**src/hdl/sgim_pkg.sv**
```systemverilog
// Shared types, constants and the microcode table of the spiral grid index map.
// Used by the channel interfaces, the sequencer, the datapath and the register block.
// Depends on nothing.
package sgim_pkg;

   // Largest grid side that the datapath handles; larger register values saturate.
   localparam int unsigned MAX_DIM = 256;
   localparam int unsigned DIM_W   = 9;
   localparam int unsigned VAL_W   = 17;
   localparam int unsigned K_W     = $clog2(MAX_DIM / 2);
   localparam int unsigned RING_W  = DIM_W + 2;
   localparam int unsigned STEP_W  = 5;

   // Configuration port geometry.
   localparam int unsigned PADDR_W = 3;
   localparam int unsigned PDATA_W = 32;

   // Register index, taken from paddr[2].
   localparam logic REG_GRID_COLS = 1'b0;
   localparam logic REG_GRID_ROWS = 1'b1;

   typedef logic [STEP_W-1:0] step_type;

   // Datapath operations selected by one control word.
   typedef enum logic [3:0] {
      OP_NOP,
      OP_PT_RING,
      OP_PT_DIMS,
      OP_PT_BEFORE,
      OP_PT_OFFSET,
      OP_PT_NUMBER,
      OP_V_INIT,
      OP_V_WALK,
      OP_V_OFFSET,
      OP_V_SEG,
      OP_FOUND,
      OP_FAIL,
      OP_FINISH
   } op_type;

   // Jump conditions tested by the sequencer.
   typedef enum logic [2:0] {
      COND_NEVER,
      COND_ALWAYS,
      COND_REQ_VALUE,
      COND_PT_OUTSIDE,
      COND_V_OUTSIDE,
      COND_RING_MORE,
      COND_SEG_HIT,
      COND_OUT_FREE
   } cond_type;

   // The four sides of a ring, in numbering order.
   typedef enum logic [1:0] {
      SEG_LEFT,
      SEG_TOP,
      SEG_RIGHT,
      SEG_BOTTOM
   } seg_type;

   typedef struct packed {
      op_type   op;
      cond_type cond;
      step_type target;
      seg_type  seg;
      logic     last;
   } uword_type;

   typedef struct packed {
      logic req_value;
      logic pt_outside;
      logic v_outside;
      logic ring_more;
      logic seg_hit;
      logic out_free;
   } status_type;

   // Program addresses.
   localparam step_type STEP_BRANCH    = 5'd0;
   localparam step_type STEP_PT_CHECK  = 5'd1;
   localparam step_type STEP_PT_RING   = 5'd2;
   localparam step_type STEP_PT_DIMS   = 5'd3;
   localparam step_type STEP_PT_BEFORE = 5'd4;
   localparam step_type STEP_PT_OFFSET = 5'd5;
   localparam step_type STEP_PT_NUMBER = 5'd6;
   localparam step_type STEP_V_INIT    = 5'd7;
   localparam step_type STEP_V_CHECK   = 5'd8;
   localparam step_type STEP_V_WALK    = 5'd9;
   localparam step_type STEP_V_OFFSET  = 5'd10;
   localparam step_type STEP_V_LEFT    = 5'd11;
   localparam step_type STEP_V_TOP     = 5'd12;
   localparam step_type STEP_V_RIGHT   = 5'd13;
   localparam step_type STEP_V_BOTTOM  = 5'd14;
   localparam step_type STEP_FOUND     = 5'd15;
   localparam step_type STEP_FAIL      = 5'd16;
   localparam step_type STEP_FINISH    = 5'd17;

   localparam uword_type UWORD_IDLE = '{
      op: OP_NOP, cond: COND_NEVER, target: STEP_BRANCH, seg: SEG_LEFT, last: 1'b0
   };

   // Builds one control word.
   function automatic uword_type uword(input op_type op, input cond_type cond,
                                      input step_type target, input seg_type seg,
                                      input logic last);
      uword_type w;
      w.op     = op;
      w.cond   = cond;
      w.target = target;
      w.seg    = seg;
      w.last   = last;
      return w;
   endfunction

   // The microprogram. A word jumps to its target when its condition holds and
   // otherwise falls through; the last word holds until its condition holds.
   function automatic uword_type ucode_rom(input step_type step);
      uword_type w;
      unique case (step)
         STEP_BRANCH:    w = uword(OP_NOP, COND_REQ_VALUE, STEP_V_INIT, SEG_LEFT, 1'b0);
         STEP_PT_CHECK:  w = uword(OP_NOP, COND_PT_OUTSIDE, STEP_FAIL, SEG_LEFT, 1'b0);
         STEP_PT_RING:   w = uword(OP_PT_RING, COND_NEVER, STEP_BRANCH, SEG_LEFT, 1'b0);
         STEP_PT_DIMS:   w = uword(OP_PT_DIMS, COND_NEVER, STEP_BRANCH, SEG_LEFT, 1'b0);
         STEP_PT_BEFORE: w = uword(OP_PT_BEFORE, COND_NEVER, STEP_BRANCH, SEG_LEFT, 1'b0);
         STEP_PT_OFFSET: w = uword(OP_PT_OFFSET, COND_NEVER, STEP_BRANCH, SEG_LEFT, 1'b0);
         STEP_PT_NUMBER: w = uword(OP_PT_NUMBER, COND_ALWAYS, STEP_FINISH, SEG_LEFT, 1'b0);
         STEP_V_INIT:    w = uword(OP_V_INIT, COND_NEVER, STEP_BRANCH, SEG_LEFT, 1'b0);
         STEP_V_CHECK:   w = uword(OP_NOP, COND_V_OUTSIDE, STEP_FAIL, SEG_LEFT, 1'b0);
         STEP_V_WALK:    w = uword(OP_V_WALK, COND_RING_MORE, STEP_V_WALK, SEG_LEFT, 1'b0);
         STEP_V_OFFSET:  w = uword(OP_V_OFFSET, COND_NEVER, STEP_BRANCH, SEG_LEFT, 1'b0);
         STEP_V_LEFT:    w = uword(OP_V_SEG, COND_SEG_HIT, STEP_FOUND, SEG_LEFT, 1'b0);
         STEP_V_TOP:     w = uword(OP_V_SEG, COND_SEG_HIT, STEP_FOUND, SEG_TOP, 1'b0);
         STEP_V_RIGHT:   w = uword(OP_V_SEG, COND_SEG_HIT, STEP_FOUND, SEG_RIGHT, 1'b0);
         STEP_V_BOTTOM:  w = uword(OP_V_SEG, COND_SEG_HIT, STEP_FOUND, SEG_BOTTOM, 1'b0);
         STEP_FOUND:     w = uword(OP_FOUND, COND_ALWAYS, STEP_FINISH, SEG_LEFT, 1'b0);
         STEP_FAIL:      w = uword(OP_FAIL, COND_NEVER, STEP_BRANCH, SEG_LEFT, 1'b0);
         STEP_FINISH:    w = uword(OP_FINISH, COND_OUT_FREE, STEP_BRANCH, SEG_LEFT, 1'b1);
         default:        w = uword(OP_NOP, COND_ALWAYS, STEP_FAIL, SEG_LEFT, 1'b0);
      endcase
      return w;
   endfunction

   // Saturates a grid side register to the largest supported side.
   function automatic logic [DIM_W-1:0] eff_dim(input logic [DIM_W-1:0] d);
      return (d > DIM_W'(MAX_DIM)) ? DIM_W'(MAX_DIM) : d;
   endfunction

   function automatic logic [DIM_W-1:0] min_dim(input logic [DIM_W-1:0] a,
                                                input logic [DIM_W-1:0] b);
      return (a < b) ? a : b;
   endfunction

endpackage

```
**src/hdl/sgim_req_if.sv**
```systemverilog
// Request channel: valid/ready handshake carrying one query beat.
// Depends on sgim_pkg for the field widths.
interface sgim_req_if;
   logic                          valid;
   logic                          ready;
   logic                          req_type;
   logic [sgim_pkg::DIM_W-1:0]    query_x;
   logic [sgim_pkg::DIM_W-1:0]    query_y;
   logic [sgim_pkg::VAL_W-1:0]    query_value;

   modport source (output valid, output req_type, output query_x, output query_y,
                   output query_value, input ready);
   modport sink (input valid, input req_type, input query_x, input query_y,
                 input query_value, output ready);
endinterface

```
**src/hdl/sgim_rsp_if.sv**
```systemverilog
// Response channel: valid/ready handshake carrying one result beat.
// Depends on sgim_pkg for the field widths.
interface sgim_rsp_if;
   logic                          valid;
   logic                          ready;
   logic                          found;
   logic [sgim_pkg::VAL_W-1:0]    value_out;
   logic [sgim_pkg::DIM_W-1:0]    x_out;
   logic [sgim_pkg::DIM_W-1:0]    y_out;

   modport source (output valid, output found, output value_out, output x_out,
                   output y_out, input ready);
   modport sink (input valid, input found, input value_out, input x_out,
                 input y_out, output ready);
endinterface

```
**src/hdl/sgim_csr.sv**
```systemverilog
// Grid size registers behind an APB-style write/read port.
// Depends on sgim_pkg.
module sgim_csr (
   input  logic                            clock,
   input  logic                            reset,
   input  logic                            psel,
   input  logic                            penable,
   input  logic                            pwrite,
   input  logic [sgim_pkg::PADDR_W-1:0]    paddr,
   input  logic [sgim_pkg::PDATA_W-1:0]    pwdata,
   output logic [sgim_pkg::PDATA_W-1:0]    prdata,
   output logic                            pready,
   output logic [sgim_pkg::DIM_W-1:0]      grid_cols,
   output logic [sgim_pkg::DIM_W-1:0]      grid_rows
);

   logic [sgim_pkg::DIM_W-1:0] cols_ff, cols_in;
   logic [sgim_pkg::DIM_W-1:0] rows_ff, rows_in;
   logic                       wr_en;
   logic                       reg_sel;

   assign pready  = 1'b1;
   assign wr_en   = psel & penable & pwrite;
   assign reg_sel = paddr[2];

   // Register write decode.
   always_comb begin
      cols_in = cols_ff;
      rows_in = rows_ff;
      if (wr_en) begin
         unique case (reg_sel)
            sgim_pkg::REG_GRID_COLS: cols_in = pwdata[sgim_pkg::DIM_W-1:0];
            sgim_pkg::REG_GRID_ROWS: rows_in = pwdata[sgim_pkg::DIM_W-1:0];
         endcase
      end
   end

   always_ff @(posedge clock) begin
      if (reset) begin
         cols_ff <= sgim_pkg::DIM_W'(1);
         rows_ff <= sgim_pkg::DIM_W'(1);
      end else begin
         cols_ff <= cols_in;
         rows_ff <= rows_in;
      end
   end

   // Read mux.
   always_comb begin
      unique case (reg_sel)
         sgim_pkg::REG_GRID_COLS: prdata = sgim_pkg::PDATA_W'(cols_ff);
         sgim_pkg::REG_GRID_ROWS: prdata = sgim_pkg::PDATA_W'(rows_ff);
      endcase
   end

   assign grid_cols = cols_ff;
   assign grid_rows = rows_ff;

endmodule

```
**src/hdl/sgim_useq.sv**
```systemverilog
// Microcode sequencer: step counter, control store and conditional jumps.
// Depends on sgim_pkg for the control word, status flags and the program.
module sgim_useq (
   input  logic                   clock,
   input  logic                   reset,
   input  logic                   accept,
   input  sgim_pkg::status_type   status,
   output sgim_pkg::uword_type    ctrl,
   output logic                   busy
);

   logic                 busy_ff, busy_in;
   sgim_pkg::step_type   step_ff, step_in;
   sgim_pkg::uword_type  word;
   logic                 cond_true;

   assign word = sgim_pkg::ucode_rom(step_ff);

   // Condition select.
   always_comb begin
      unique case (word.cond)
         sgim_pkg::COND_NEVER:      cond_true = 1'b0;
         sgim_pkg::COND_ALWAYS:     cond_true = 1'b1;
         sgim_pkg::COND_REQ_VALUE:  cond_true = status.req_value;
         sgim_pkg::COND_PT_OUTSIDE: cond_true = status.pt_outside;
         sgim_pkg::COND_V_OUTSIDE:  cond_true = status.v_outside;
         sgim_pkg::COND_RING_MORE:  cond_true = status.ring_more;
         sgim_pkg::COND_SEG_HIT:    cond_true = status.seg_hit;
         sgim_pkg::COND_OUT_FREE:   cond_true = status.out_free;
      endcase
   end

   // Next step: start on an accepted beat, jump or fall through while busy,
   // and leave the program once the last word's condition holds.
   always_comb begin
      busy_in = busy_ff;
      step_in = step_ff;
      if (!busy_ff) begin
         if (accept) begin
            busy_in = 1'b1;
            step_in = sgim_pkg::STEP_BRANCH;
         end
      end else if (word.last) begin
         if (cond_true) begin
            busy_in = 1'b0;
         end
      end else if (cond_true) begin
         step_in = word.target;
      end else begin
         step_in = step_ff + sgim_pkg::step_type'(1);
      end
   end

   always_ff @(posedge clock) begin
      if (reset) begin
         busy_ff <= 1'b0;
         step_ff <= sgim_pkg::STEP_BRANCH;
      end else begin
         busy_ff <= busy_in;
         step_ff <= step_in;
      end
   end

   assign ctrl = busy_ff ? word : sgim_pkg::UWORD_IDLE;
   assign busy = busy_ff;

endmodule

```
**src/hdl/sgim_datapath.sv**
```systemverilog
// Datapath of the spiral index map: query registers, ring walker, offset and
// point arithmetic, and the response register. Driven by sgim_useq control words.
// Depends on sgim_pkg.
module sgim_datapath (
   input  logic                          clock,
   input  logic                          reset,
   input  logic                          accept,
   input  logic                          in_req_type,
   input  logic [sgim_pkg::DIM_W-1:0]    in_query_x,
   input  logic [sgim_pkg::DIM_W-1:0]    in_query_y,
   input  logic [sgim_pkg::VAL_W-1:0]    in_query_value,
   input  logic [sgim_pkg::DIM_W-1:0]    cfg_cols,
   input  logic [sgim_pkg::DIM_W-1:0]    cfg_rows,
   input  sgim_pkg::uword_type           ctrl,
   output sgim_pkg::status_type          status,
   input  logic                          out_ready,
   output logic                          out_valid,
   output logic                          out_found,
   output logic [sgim_pkg::VAL_W-1:0]    out_value,
   output logic [sgim_pkg::DIM_W-1:0]    out_x,
   output logic [sgim_pkg::DIM_W-1:0]    out_y
);

   localparam int unsigned DW = sgim_pkg::DIM_W;
   localparam int unsigned VW = sgim_pkg::VAL_W;
   localparam int unsigned KW = sgim_pkg::K_W;
   localparam int unsigned RW = sgim_pkg::RING_W;

   // Working registers.
   logic          type_ff, type_in;
   logic [DW-1:0] cols_ff, cols_in, rows_ff, rows_in;
   logic [DW-1:0] qx_ff, qx_in, qy_ff, qy_in;
   logic [VW-1:0] qv_ff, qv_in;
   logic [KW-1:0] k_ff, k_in;
   logic [DW-1:0] w_ff, w_in, h_ff, h_in;
   logic [VW-1:0] total_ff, total_in, before_ff, before_in, off_ff, off_in;
   logic          found_ff, found_in;
   logic [VW-1:0] num_ff, num_in;
   logic [DW-1:0] px_ff, px_in, py_ff, py_in;

   // Response register.
   logic          rsp_valid_ff, rsp_valid_in;
   logic          rsp_found_ff, rsp_found_in;
   logic [VW-1:0] rsp_value_ff, rsp_value_in;
   logic [DW-1:0] rsp_x_ff, rsp_x_in, rsp_y_ff, rsp_y_in;

   // Combinational terms.
   logic [2*DW-1:0] total_prod, wh_prod;
   logic [DW-1:0]   k_dim, two_k, lx, hx, ly, hy, k_pt_dim;
   logic [VW-1:0]   pt_off;
   logic [RW-1:0]   ring;
   logic [VW-1:0]   ring_end, qv_m1;
   logic [DW-1:0]   seg_len, off_dim, seg_px, seg_py;
   logic            out_free;

   assign total_prod = cols_ff * rows_ff;
   assign wh_prod    = w_ff * h_ff;
   assign k_dim      = DW'(k_ff);
   assign two_k      = DW'({k_ff, 1'b0});
   assign lx         = k_dim + DW'(1);
   assign ly         = lx;
   assign hx         = cols_ff - k_dim;
   assign hy         = rows_ff - k_dim;

   // Ring index of a point: its distance to the nearest edge.
   assign k_pt_dim = sgim_pkg::min_dim(
                        sgim_pkg::min_dim(qx_ff - DW'(1), qy_ff - DW'(1)),
                        sgim_pkg::min_dim(cols_ff - qx_ff, rows_ff - qy_ff));

   // Offset of a point along its ring, one side at a time.
   always_comb begin
      if (qx_ff == lx) begin
         pt_off = VW'(qy_ff - ly);
      end else if (qy_ff == hy) begin
         pt_off = VW'(h_ff) + VW'(qx_ff - lx - DW'(1));
      end else if (qx_ff == hx) begin
         pt_off = VW'(h_ff) + VW'(w_ff - DW'(1)) + VW'(hy - DW'(1) - qy_ff);
      end else begin
         pt_off = VW'(h_ff) + VW'(w_ff - DW'(1)) + VW'(h_ff - DW'(1))
                + VW'(hx - DW'(1) - qx_ff);
      end
   end

   // Cell count of the current ring; a one-row or one-column ring is walked once.
   always_comb begin
      if (w_ff >= DW'(2) && h_ff >= DW'(2)) begin
         ring = ((RW'(w_ff) + RW'(h_ff)) << 1) - RW'(4);
      end else if (w_ff == DW'(1)) begin
         ring = RW'(h_ff);
      end else if (h_ff == DW'(1)) begin
         ring = RW'(w_ff);
      end else begin
         ring = '0;
      end
   end

   assign qv_m1    = qv_ff - VW'(1);
   assign ring_end = before_ff + VW'(ring);
   assign off_dim  = off_ff[DW-1:0];

   // Side length and the point that an offset lands on, per side.
   always_comb begin
      unique case (ctrl.seg)
         sgim_pkg::SEG_LEFT: begin
            seg_len = h_ff;
            seg_px  = lx;
            seg_py  = ly + off_dim;
         end
         sgim_pkg::SEG_TOP: begin
            seg_len = w_ff - DW'(1);
            seg_px  = lx + DW'(1) + off_dim;
            seg_py  = hy;
         end
         sgim_pkg::SEG_RIGHT: begin
            seg_len = h_ff - DW'(1);
            seg_px  = hx;
            seg_py  = hy - DW'(1) - off_dim;
         end
         sgim_pkg::SEG_BOTTOM: begin
            seg_len = '0;
            seg_px  = hx - DW'(1) - off_dim;
            seg_py  = ly;
         end
      endcase
   end

   assign out_free = !rsp_valid_ff || out_ready;

   // Status flags for the sequencer's jumps.
   always_comb begin
      status.req_value  = type_ff;
      status.pt_outside = (qx_ff == '0) || (qy_ff == '0) || (qx_ff > cols_ff)
                          || (qy_ff > rows_ff);
      status.v_outside  = (qv_ff == '0) || (qv_ff > total_ff);
      status.ring_more  = (qv_m1 >= ring_end);
      status.seg_hit    = (ctrl.seg == sgim_pkg::SEG_BOTTOM) || (off_ff < VW'(seg_len));
      status.out_free   = out_free;
   end

   // Register updates selected by the control word.
   always_comb begin
      type_in   = type_ff;
      cols_in   = cols_ff;
      rows_in   = rows_ff;
      qx_in     = qx_ff;
      qy_in     = qy_ff;
      qv_in     = qv_ff;
      k_in      = k_ff;
      w_in      = w_ff;
      h_in      = h_ff;
      total_in  = total_ff;
      before_in = before_ff;
      off_in    = off_ff;
      found_in  = found_ff;
      num_in    = num_ff;
      px_in     = px_ff;
      py_in     = py_ff;
      rsp_found_in = rsp_found_ff;
      rsp_value_in = rsp_value_ff;
      rsp_x_in     = rsp_x_ff;
      rsp_y_in     = rsp_y_ff;
      rsp_valid_in = rsp_valid_ff && !out_ready;

      if (accept) begin
         type_in  = in_req_type;
         cols_in  = sgim_pkg::eff_dim(cfg_cols);
         rows_in  = sgim_pkg::eff_dim(cfg_rows);
         qx_in    = in_query_x;
         qy_in    = in_query_y;
         qv_in    = in_query_value;
         found_in = 1'b0;
         num_in   = '0;
         px_in    = '0;
         py_in    = '0;
      end else begin
         unique case (ctrl.op)
            sgim_pkg::OP_NOP: begin
            end
            sgim_pkg::OP_PT_RING: begin
               k_in = k_pt_dim[KW-1:0];
            end
            sgim_pkg::OP_PT_DIMS: begin
               w_in     = cols_ff - two_k;
               h_in     = rows_ff - two_k;
               total_in = total_prod[VW-1:0];
            end
            sgim_pkg::OP_PT_BEFORE: begin
               before_in = total_ff - wh_prod[VW-1:0];
            end
            sgim_pkg::OP_PT_OFFSET: begin
               off_in = pt_off;
            end
            sgim_pkg::OP_PT_NUMBER: begin
               num_in   = before_ff + off_ff + VW'(1);
               found_in = 1'b1;
            end
            sgim_pkg::OP_V_INIT: begin
               total_in  = total_prod[VW-1:0];
               k_in      = '0;
               w_in      = cols_ff;
               h_in      = rows_ff;
               before_in = '0;
            end
            sgim_pkg::OP_V_WALK: begin
               if (status.ring_more) begin
                  before_in = ring_end;
                  k_in      = k_ff + KW'(1);
                  w_in      = w_ff - DW'(2);
                  h_in      = h_ff - DW'(2);
               end
            end
            sgim_pkg::OP_V_OFFSET: begin
               off_in = qv_m1 - before_ff;
            end
            sgim_pkg::OP_V_SEG: begin
               if (status.seg_hit) begin
                  px_in = seg_px;
                  py_in = seg_py;
               end else begin
                  off_in = off_ff - VW'(seg_len);
               end
            end
            sgim_pkg::OP_FOUND: begin
               found_in = 1'b1;
            end
            sgim_pkg::OP_FAIL: begin
               found_in = 1'b0;
               num_in   = '0;
               px_in    = '0;
               py_in    = '0;
            end
            sgim_pkg::OP_FINISH: begin
               if (out_free) begin
                  rsp_valid_in = 1'b1;
                  rsp_found_in = found_ff;
                  rsp_value_in = num_ff;
                  rsp_x_in     = px_ff;
                  rsp_y_in     = py_ff;
               end
            end
         endcase
      end
   end

   // Payload registers.
   always_ff @(posedge clock) begin
      type_ff   <= type_in;
      cols_ff   <= cols_in;
      rows_ff   <= rows_in;
      qx_ff     <= qx_in;
      qy_ff     <= qy_in;
      qv_ff     <= qv_in;
      k_ff      <= k_in;
      w_ff      <= w_in;
      h_ff      <= h_in;
      total_ff  <= total_in;
      before_ff <= before_in;
      off_ff    <= off_in;
      found_ff  <= found_in;
      num_ff    <= num_in;
      px_ff     <= px_in;
      py_ff     <= py_in;
      rsp_found_ff <= rsp_found_in;
      rsp_value_ff <= rsp_value_in;
      rsp_x_ff     <= rsp_x_in;
      rsp_y_ff     <= rsp_y_in;
   end

   // Response valid.
   always_ff @(posedge clock) begin
      if (reset) begin
         rsp_valid_ff <= 1'b0;
      end else begin
         rsp_valid_ff <= rsp_valid_in;
      end
   end

   assign out_valid = rsp_valid_ff;
   assign out_found = rsp_found_ff;
   assign out_value = rsp_value_ff;
   assign out_x     = rsp_x_ff;
   assign out_y     = rsp_y_ff;

endmodule

```
**src/hdl/spiral_grid_index_map.sv**
```systemverilog
// Spiral grid index map. A grid of grid_cols by grid_rows cells is numbered
// 1 to cols*rows clockwise from (1,1): up the left column, along the top row,
// down the right column, back along the bottom row, then one ring inward.
// Request beats on req_chan ask either the number at (query_x, query_y)
// (req_type 0) or the cell that holds query_value (req_type 1). Each request
// yields one beat on rsp_chan; found is 0 and all other fields 0 when the
// query falls outside the grid. Register values above 256 are used as 256.
// The grid size registers sit at byte addresses 0 (columns) and 4 (rows) of
// the APB port and must be written only while the block is idle.
// One request is worked at a time by a microcoded sequencer over a shared
// datapath, one control word per cycle. A point query runs the branch, bounds
// check, ring, sides, prior-count, offset, number and finish words; a value
// query runs branch, init and bounds check, the ring walker, which repeats per
// outer ring skipped (at most 127), offset, the side words from left to the
// side of its ring (0 to 3), found and finish. Outside the grid both go from
// the bounds check to fail and finish. req_chan.ready rises at the edge that
// loads the response; no request is taken before then. The response
// register holds one result: when the receiver stalls, the next request may
// still be accepted and worked, and waits at its final step until the
// register frees. Synchronous reset clears the sequencer and the response valid, and sets both grid sides to 1.
module spiral_grid_index_map (
   input  logic                            clock,
   input  logic                            reset,
   sgim_req_if.sink                        req_chan,
   sgim_rsp_if.source                      rsp_chan,
   input  logic                            psel,
   input  logic                            penable,
   input  logic                            pwrite,
   input  logic [sgim_pkg::PADDR_W-1:0]    paddr,
   input  logic [sgim_pkg::PDATA_W-1:0]    pwdata,
   output logic [sgim_pkg::PDATA_W-1:0]    prdata,
   output logic                            pready
);

   logic [sgim_pkg::DIM_W-1:0] grid_cols;
   logic [sgim_pkg::DIM_W-1:0] grid_rows;
   sgim_pkg::uword_type        ctrl;
   sgim_pkg::status_type       status;
   logic                       busy;
   logic                       accept;

   // A new request is taken whenever the sequencer is idle.
   assign req_chan.ready = !busy;
   assign accept         = req_chan.valid && !busy;

   sgim_csr u_csr (
      .clock     (clock),
      .reset     (reset),
      .psel      (psel),
      .penable   (penable),
      .pwrite    (pwrite),
      .paddr     (paddr),
      .pwdata    (pwdata),
      .prdata    (prdata),
      .pready    (pready),
      .grid_cols (grid_cols),
      .grid_rows (grid_rows)
   );

   sgim_useq u_useq (
      .clock  (clock),
      .reset  (reset),
      .accept (accept),
      .status (status),
      .ctrl   (ctrl),
      .busy   (busy)
   );

   sgim_datapath u_datapath (
      .clock          (clock),
      .reset          (reset),
      .accept         (accept),
      .in_req_type    (req_chan.req_type),
      .in_query_x     (req_chan.query_x),
      .in_query_y     (req_chan.query_y),
      .in_query_value (req_chan.query_value),
      .cfg_cols       (grid_cols),
      .cfg_rows       (grid_rows),
      .ctrl           (ctrl),
      .status         (status),
      .out_ready      (rsp_chan.ready),
      .out_valid      (rsp_chan.valid),
      .out_found      (rsp_chan.found),
      .out_value      (rsp_chan.value_out),
      .out_x          (rsp_chan.x_out),
      .out_y          (rsp_chan.y_out)
   );

endmodule

```
**src/flat_wrapper.sv**
```systemverilog
// flat-port wrapper written by rule: the top's interface ports become plain ports
module spiral_grid_index_map_flat 
  (clock, reset, psel, penable, pwrite, paddr, pwdata, prdata, pready, req_chan_valid, req_chan_req_type, req_chan_query_x, req_chan_query_y, req_chan_query_value, req_chan_ready, rsp_chan_valid, rsp_chan_found, rsp_chan_value_out, rsp_chan_x_out, rsp_chan_y_out, rsp_chan_ready);
  sgim_req_if req_chan_i ();
  sgim_rsp_if rsp_chan_i ();
  input  logic clock;
  input  logic reset;
  input  logic psel;
  input  logic penable;
  input  logic pwrite;
  input  logic [sgim_pkg::PADDR_W-1:0] paddr;
  input  logic [sgim_pkg::PDATA_W-1:0] pwdata;
  output logic [sgim_pkg::PDATA_W-1:0] prdata;
  output logic pready;
  input wire logic [$bits(req_chan_i.valid)-1:0] req_chan_valid;
  input wire logic [$bits(req_chan_i.req_type)-1:0] req_chan_req_type;
  input wire logic [$bits(req_chan_i.query_x)-1:0] req_chan_query_x;
  input wire logic [$bits(req_chan_i.query_y)-1:0] req_chan_query_y;
  input wire logic [$bits(req_chan_i.query_value)-1:0] req_chan_query_value;
  output wire logic [$bits(req_chan_i.ready)-1:0] req_chan_ready;
  output wire logic [$bits(rsp_chan_i.valid)-1:0] rsp_chan_valid;
  output wire logic [$bits(rsp_chan_i.found)-1:0] rsp_chan_found;
  output wire logic [$bits(rsp_chan_i.value_out)-1:0] rsp_chan_value_out;
  output wire logic [$bits(rsp_chan_i.x_out)-1:0] rsp_chan_x_out;
  output wire logic [$bits(rsp_chan_i.y_out)-1:0] rsp_chan_y_out;
  input wire logic [$bits(rsp_chan_i.ready)-1:0] rsp_chan_ready;
  assign req_chan_i.valid = req_chan_valid;
  assign req_chan_i.req_type = req_chan_req_type;
  assign req_chan_i.query_x = req_chan_query_x;
  assign req_chan_i.query_y = req_chan_query_y;
  assign req_chan_i.query_value = req_chan_query_value;
  assign req_chan_ready = req_chan_i.ready;
  assign rsp_chan_valid = rsp_chan_i.valid;
  assign rsp_chan_found = rsp_chan_i.found;
  assign rsp_chan_value_out = rsp_chan_i.value_out;
  assign rsp_chan_x_out = rsp_chan_i.x_out;
  assign rsp_chan_y_out = rsp_chan_i.y_out;
  assign rsp_chan_i.ready = rsp_chan_ready;
  spiral_grid_index_map u_core (.clock(clock), .reset(reset), .req_chan(req_chan_i), .rsp_chan(rsp_chan_i), .psel(psel), .penable(penable), .pwrite(pwrite), .paddr(paddr), .pwdata(pwdata), .prdata(prdata), .pready(pready));
endmodule
```
**config.mk**
```make
export PLATFORM = sky130hd
export DESIGN_NAME = spiral_grid_index_map_flat
export DESIGN_NICKNAME = d
export VERILOG_FILES = /design/src/hdl/sgim_pkg.sv /design/src/hdl/sgim_req_if.sv /design/src/hdl/sgim_rsp_if.sv /design/src/hdl/sgim_csr.sv /design/src/hdl/sgim_useq.sv /design/src/hdl/sgim_datapath.sv /design/src/hdl/spiral_grid_index_map.sv /design/src/flat_wrapper.sv
export SDC_FILE = /design/constraint.sdc
export NUM_CORES = 2
export LEC_CHECK = 0
export BUFFER_PORTS_ARGS = -buffer_cell sky130_fd_sc_hd__clkbuf_2
export CAP_MARGIN = 30
export CORE_MARGIN = 2
export CORE_UTILIZATION = 60
export DETAILED_ROUTE_END_ITERATION = 16
export GPL_TIMING_DRIVEN = 1
export PLACE_DENSITY = 0.85
export SLEW_MARGIN = 40
export SYNTH_ARGS = -nofsm -noshare
export SYNTH_HDL_FRONTEND = slang
export SYNTH_SLANG_ARGS = --single-unit
```
**constraint.sdc**
```tcl
create_clock -name clock -period 22.5 [get_ports clock]
set_input_delay 2.25 -clock clock [delete_from_list [all_inputs] [get_ports clock]]
set_output_delay 2.25 -clock clock [all_outputs]
set_load 0.01 [all_outputs]
```
==> results.md <==
STA
• 0.431 ns — Hold WS
• 1.02 ns — Slew @ Worst Pin
• 0 — final hold vios
• 0.0236 ns — worst clock skew
• 114 MHz — highest attainable clock frequency
• 0 — number of failing setup endpoints in the final timing report
• no — RSZ-0062 raised after global routing
• 31.5% — Worst slew margin
• 39.1% — post-route clock period utilization
• 0 ns — Total Negative Setup Slacks
• 0 — Pins Over Slew Limit
• 8.80 ns — shortest period the worst path allows

Setup path
• 13.70 ns — internal reg-to-reg setup slack
• sky130_fd_sc_hd__ha_1 — most numerous cell on the critical path
• 18 — Worst Path Max Fanout
• 0.68 ns — maximum cell stage delay along the critical path
• u_core.u_datapath.w_ff[1]$_DFFE_PP_ — reg-to-reg critical path startpoint
• reg2reg — class of the most critical setup path
• u_core.u_useq.word[12]$_DFF_P_ — worst reg2reg path endpoint
• 9.24 ns — Arr. time, crit path
• 32 — number of cells on the worst reg-to-reg path
• u_core.u_useq.word[12]$_DFF_P_ — end of the critical path
• sky130_fd_sc_hd__o311ai_1 — cell with the largest stage delay on the worst path
• register — startpoint kind of the worst setup timing path
• u_core.u_datapath.w_ff[1]$_DFFE_PP_ — Setup crit start
• 22.94 ns — data required time of the critical path
• register — type of element capturing the critical path

Clocking
• 27 — number of clock buffers inserted by TritonCTS
• 0 — buffer count from post-CTS setup fixing
• 0 — number of buffers added to fix hold violations after cts
• 0.57 ns — later-pin clock latency in the skew report
• 3 — Clock Path Buffers
• 0 — number of gates given a new drive strength after cts
• built — clock tree from TritonCTS
• 1 — Clock H-tree levels
• 241 — sink count of the clock tree
• sky130_fd_sc_hd__clkbuf_16 — CTS root buffer
• 0.08 ns — CTS clk-pin slew, worst paths

Synth
• 385 x sky130_fd_sc_hd__inv_1, 367 x sky130_fd_sc_hd__ha_1, 294 x sky130_fd_sc_hd__nand2_1 — Post-synth top cells
• 90 — Netlist cell types
• sky130_fd_sc_hd__edfxtp_1 18%, sky130_fd_sc_hd__ha_1 16%, sky130_fd_sc_hd__fa_1 11% — cell types occupying the most area after synthesis
• 0 — Ys Warns
• 17.7% — share of the synthesized area in the top cell type
• 8.79 µm² — mean instance size in the synthesized netlist
• 3209 — cell count after synthesis
• sky130_fd_sc_hd__inv_1 — dominant cell by count in the synthesized netlist
• 166 — Post-synth EDFFs
• sky130_fd_sc_hd__edfxtp_1 — post-synthesis cell type with the largest combined area
• 241 — total of flip-flops plus latches after synthesis
• 0.0282 mm² — mapped cell area
• sky130_fd_sc_hd__edfxtp_1 — flip-flop cell with the highest count after synthesis
• 23.0% — sequential fraction of the synthesis area
• 0% — async set-or-reset flop fraction in the synthesized netlist

Power and ir drop
• 15.4% — Clk pwr share
• 62.2% — part of the total power dissipated in combinational logic
• 0.00156 W — Cell Int Power
• 0.00130 W — power spent charging and discharging nets
• 0.00286 W — total power of the final layout
• 94.9 mW/mm² — P per Cell Area
• 45.5% — sw frac
• 22.4% — proportion of power drawn by flip-flops and latches
• 0.0000646 V — Peak VDD IR
• 13.5 nW — LEAKAGE

Routing
• 20.6 µm — WL per Instance
• 7 — detailed-routing iteration count for the pre-antenna-repair pass
• 2634 — number of DRC markers after the initial detailed-route iteration
• 0 — Residual DRC
• 23900 — DR vias
• 6.15 — Avg Vias per Cell
• 0 — Antenna Nets Post-Route
• 80.1 mm — Detailed Route WL

Floorplanning
• 79 — Core Rows
• 221 µm — Die Span Y
• 0.0465 mm² — Std-Cell Core Area
• 149 — ports placed on the boundary
• 0.0487 mm² — Die Outline Area
• 221 µm — horizontal die dimension
• 60.7% — starting utilization of the core area

Final layout
• 0 — antenna diode count
• 7.02% — layout cells sized above 1
• 0.0301 mm² — final non-filler cell area
• 3882 — non-filler instance count after layout
• 6.75% — post-synthesis to final-layout area growth
• 3857 — number of nets in the finished design

Place
• 99 — number of buffers inserted by port buffering
• 63.8 mm — DP Wirelength
• 0.0292 mm² — post-place instance area
• 3833 — # placed instances
• 1.04 — GP Congestion

GRT
• 33.0% — gr usage total
• 0 — sum of overflow across all layers after global routing
• 0 — initial antenna violation count
• 53 — pin count of the biggest net entering global routing
• 124 mm — first-pass GRT wire length
• 23000 — via count of the first global-routing pass

Hold path
• u_core.u_datapath.num_ff[4]$_SDFFE_PP0P_ — Hold Path Origin
• reg2reg — Hold Path Class

Job
• 0 — Max Cap Violations

Run status
• complete, no violations — run status

==> cells in the final DEF (no fill, tap or decap), types with 26 or more instances in the layout <==
| cell | instances |
|---|---|
| sky130_fd_sc_hd__clkbuf_16 | 28 |
| sky130_fd_sc_hd__o21ai_0 | 141 |
| sky130_fd_sc_hd__nor2b_1 | 52 |
| sky130_fd_sc_hd__a21oi_1 | 193 |
| sky130_fd_sc_hd__o22ai_1 | 35 |
| sky130_fd_sc_hd__fa_1 | 157 |
| sky130_fd_sc_hd__nand2_1 | 294 |
| sky130_fd_sc_hd__a31oi_1 | 32 |
| sky130_fd_sc_hd__buf_4 | 26 |
| sky130_fd_sc_hd__inv_1 | 384 |
| sky130_fd_sc_hd__xnor2_1 | 191 |
| sky130_fd_sc_hd__and2_1 | 60 |
| sky130_fd_sc_hd__edfxtp_1 | 166 |
| sky130_fd_sc_hd__a22oi_1 | 40 |
| sky130_fd_sc_hd__nand3_1 | 50 |
| sky130_fd_sc_hd__nor3_1 | 54 |
| sky130_fd_sc_hd__a21o_1 | 68 |
| sky130_fd_sc_hd__clkbuf_2 | 99 |
| sky130_fd_sc_hd__xor2_1 | 104 |
| sky130_fd_sc_hd__o21bai_1 | 32 |
| sky130_fd_sc_hd__dfxtp_1 | 75 |
| sky130_fd_sc_hd__nor2_1 | 192 |
| sky130_fd_sc_hd__nand2b_1 | 42 |
| sky130_fd_sc_hd__ha_1 | 367 |
| sky130_fd_sc_hd__mux2i_1 | 30 |
==> logic make-up (layout without fill, tap and decap cells) <==
group,after synthesis,after routing,synth area share (%)
buffers and inverters,518,562,7.30
XOR/XNOR,301,301,9.45
adder cells (fa/ha/maj),524,524,27.4
flip-flops,241,241,23.0
multiplexers,44,44,1.62
AND/OR/NAND/NOR,850,850,14.4
AO/OA/AOI/OAI,729,729,16.8
other,2,24,0.0266
==> per-layer routing <==
layer	part of all wire [%]	vias up	GRT usage [%]
met5	0	-	0.202
met1	40	11300	42.9
met2	45	1193	53.7
met3	9.5	255	5.73
li1	-	11200	-
met4	5.5	0	15.2
==> registers in the layout, indices dropped and copies added, names as in the netlist, 5 cells and up <==
register / flops
u_core.u_csr.grid_cols: 9
u_core.u_datapath.k_ff: 7
u_core.u_datapath.total_ff: 17
u_core.u_datapath.out_x: 9
u_core.u_datapath.w_ff: 9
u_core.u_datapath.py_ff: 9
u_core.u_csr.grid_rows: 9
u_core.u_datapath.qv_ff: 17
u_core.u_useq.step_ff: 5
u_core.u_datapath.out_value: 17
u_core.u_datapath.qx_ff: 9
u_core.u_datapath.cols_ff: 9
u_core.u_datapath.off_ff: 17
u_core.u_datapath.px_ff: 9
u_core.u_datapath.num_ff: 17
u_core.u_datapath.h_ff: 9
u_core.u_datapath.qy_ff: 9
u_core.u_useq.word: 14
u_core.u_datapath.before_ff: 17
u_core.u_datapath.rows_ff: 9
u_core.u_datapath.out_y: 9
==> area by class of cell <==
| class | count | area (µm²) |
|---|---|---|
| Clock buffer | 29 | 704 |
| Inverter | 387 | 1450 |
| Fill cell | 3835 | 16400 |
| Multi-Input combinational cell | 2472 | 19800 |
| Clock inverter | 20 | 179 |
| Timing Repair Buffer | 126 | 706 |
| Tap cell | 607 | 759 |
| Sequential cell | 241 | 6490 |
==> worst min-delay path by stage <==
stage | endpoint | slack, ns | depth (start not counted)
final | u_core.u_datapath.out_value[4]$_DFFE_PP_ | 0.43 | 0
after global routing | u_core.u_datapath.out_value[4]$_DFFE_PP_ | 0.44 | 0
after CTS | u_core.u_datapath.out_value[4]$_DFFE_PP_ | 0.43 | 0
after detailed placement | u_core.u_datapath.out_value[4]$_DFFE_PP_ | 0.42 | 0
after global placement | u_core.u_datapath.out_value[2]$_DFFE_PP_ | 0.41 | 0
after floorplan | u_core.u_datapath.out_value[1]$_DFFE_PP_ | 0.41 | 0
==> per-stage QoR <==
stage / util, % / setup WS [ns]
5_1_grt: 64.8 / 13.07
3_3_place_gp: 62.7 / 14.07
4_1_cts: 64.7 / 13.92
2_1_floorplan: - / 15.16
6_report: 64.8 / 13.70
3_5_place_dp: 62.8 / 14.02
==> power by group through the flow <==
stage | logic (W) | clock network (W) | registers (W)
2_1_floorplan | 0.00134 | 0 | 0.000602
3_3_place_gp | 0.00168 | 0 | 0.000643
3_5_place_dp | 0.00172 | 0 | 0.000644
4_1_cts | 0.00174 | 0.000446 | 0.000634
5_1_grt | 0.00197 | 0.000464 | 0.000640
6_report | 0.00178 | 0.000441 | 0.000640
==> critical path, delay by kind of cell, from the launching register on <==
kind / cells / cell delay (ns)
xor+xnor: 1 / 0.26
buf+inv: 5 / 1.09
simple gates: 7 / 1.50
flops: 1 / 0.66
fa+ha+maj: 4 / 1.13
mux: 1 / 0.28
compound gates: 14 / 3.71
No activity file was read; power rests on OpenSTA's default activity.
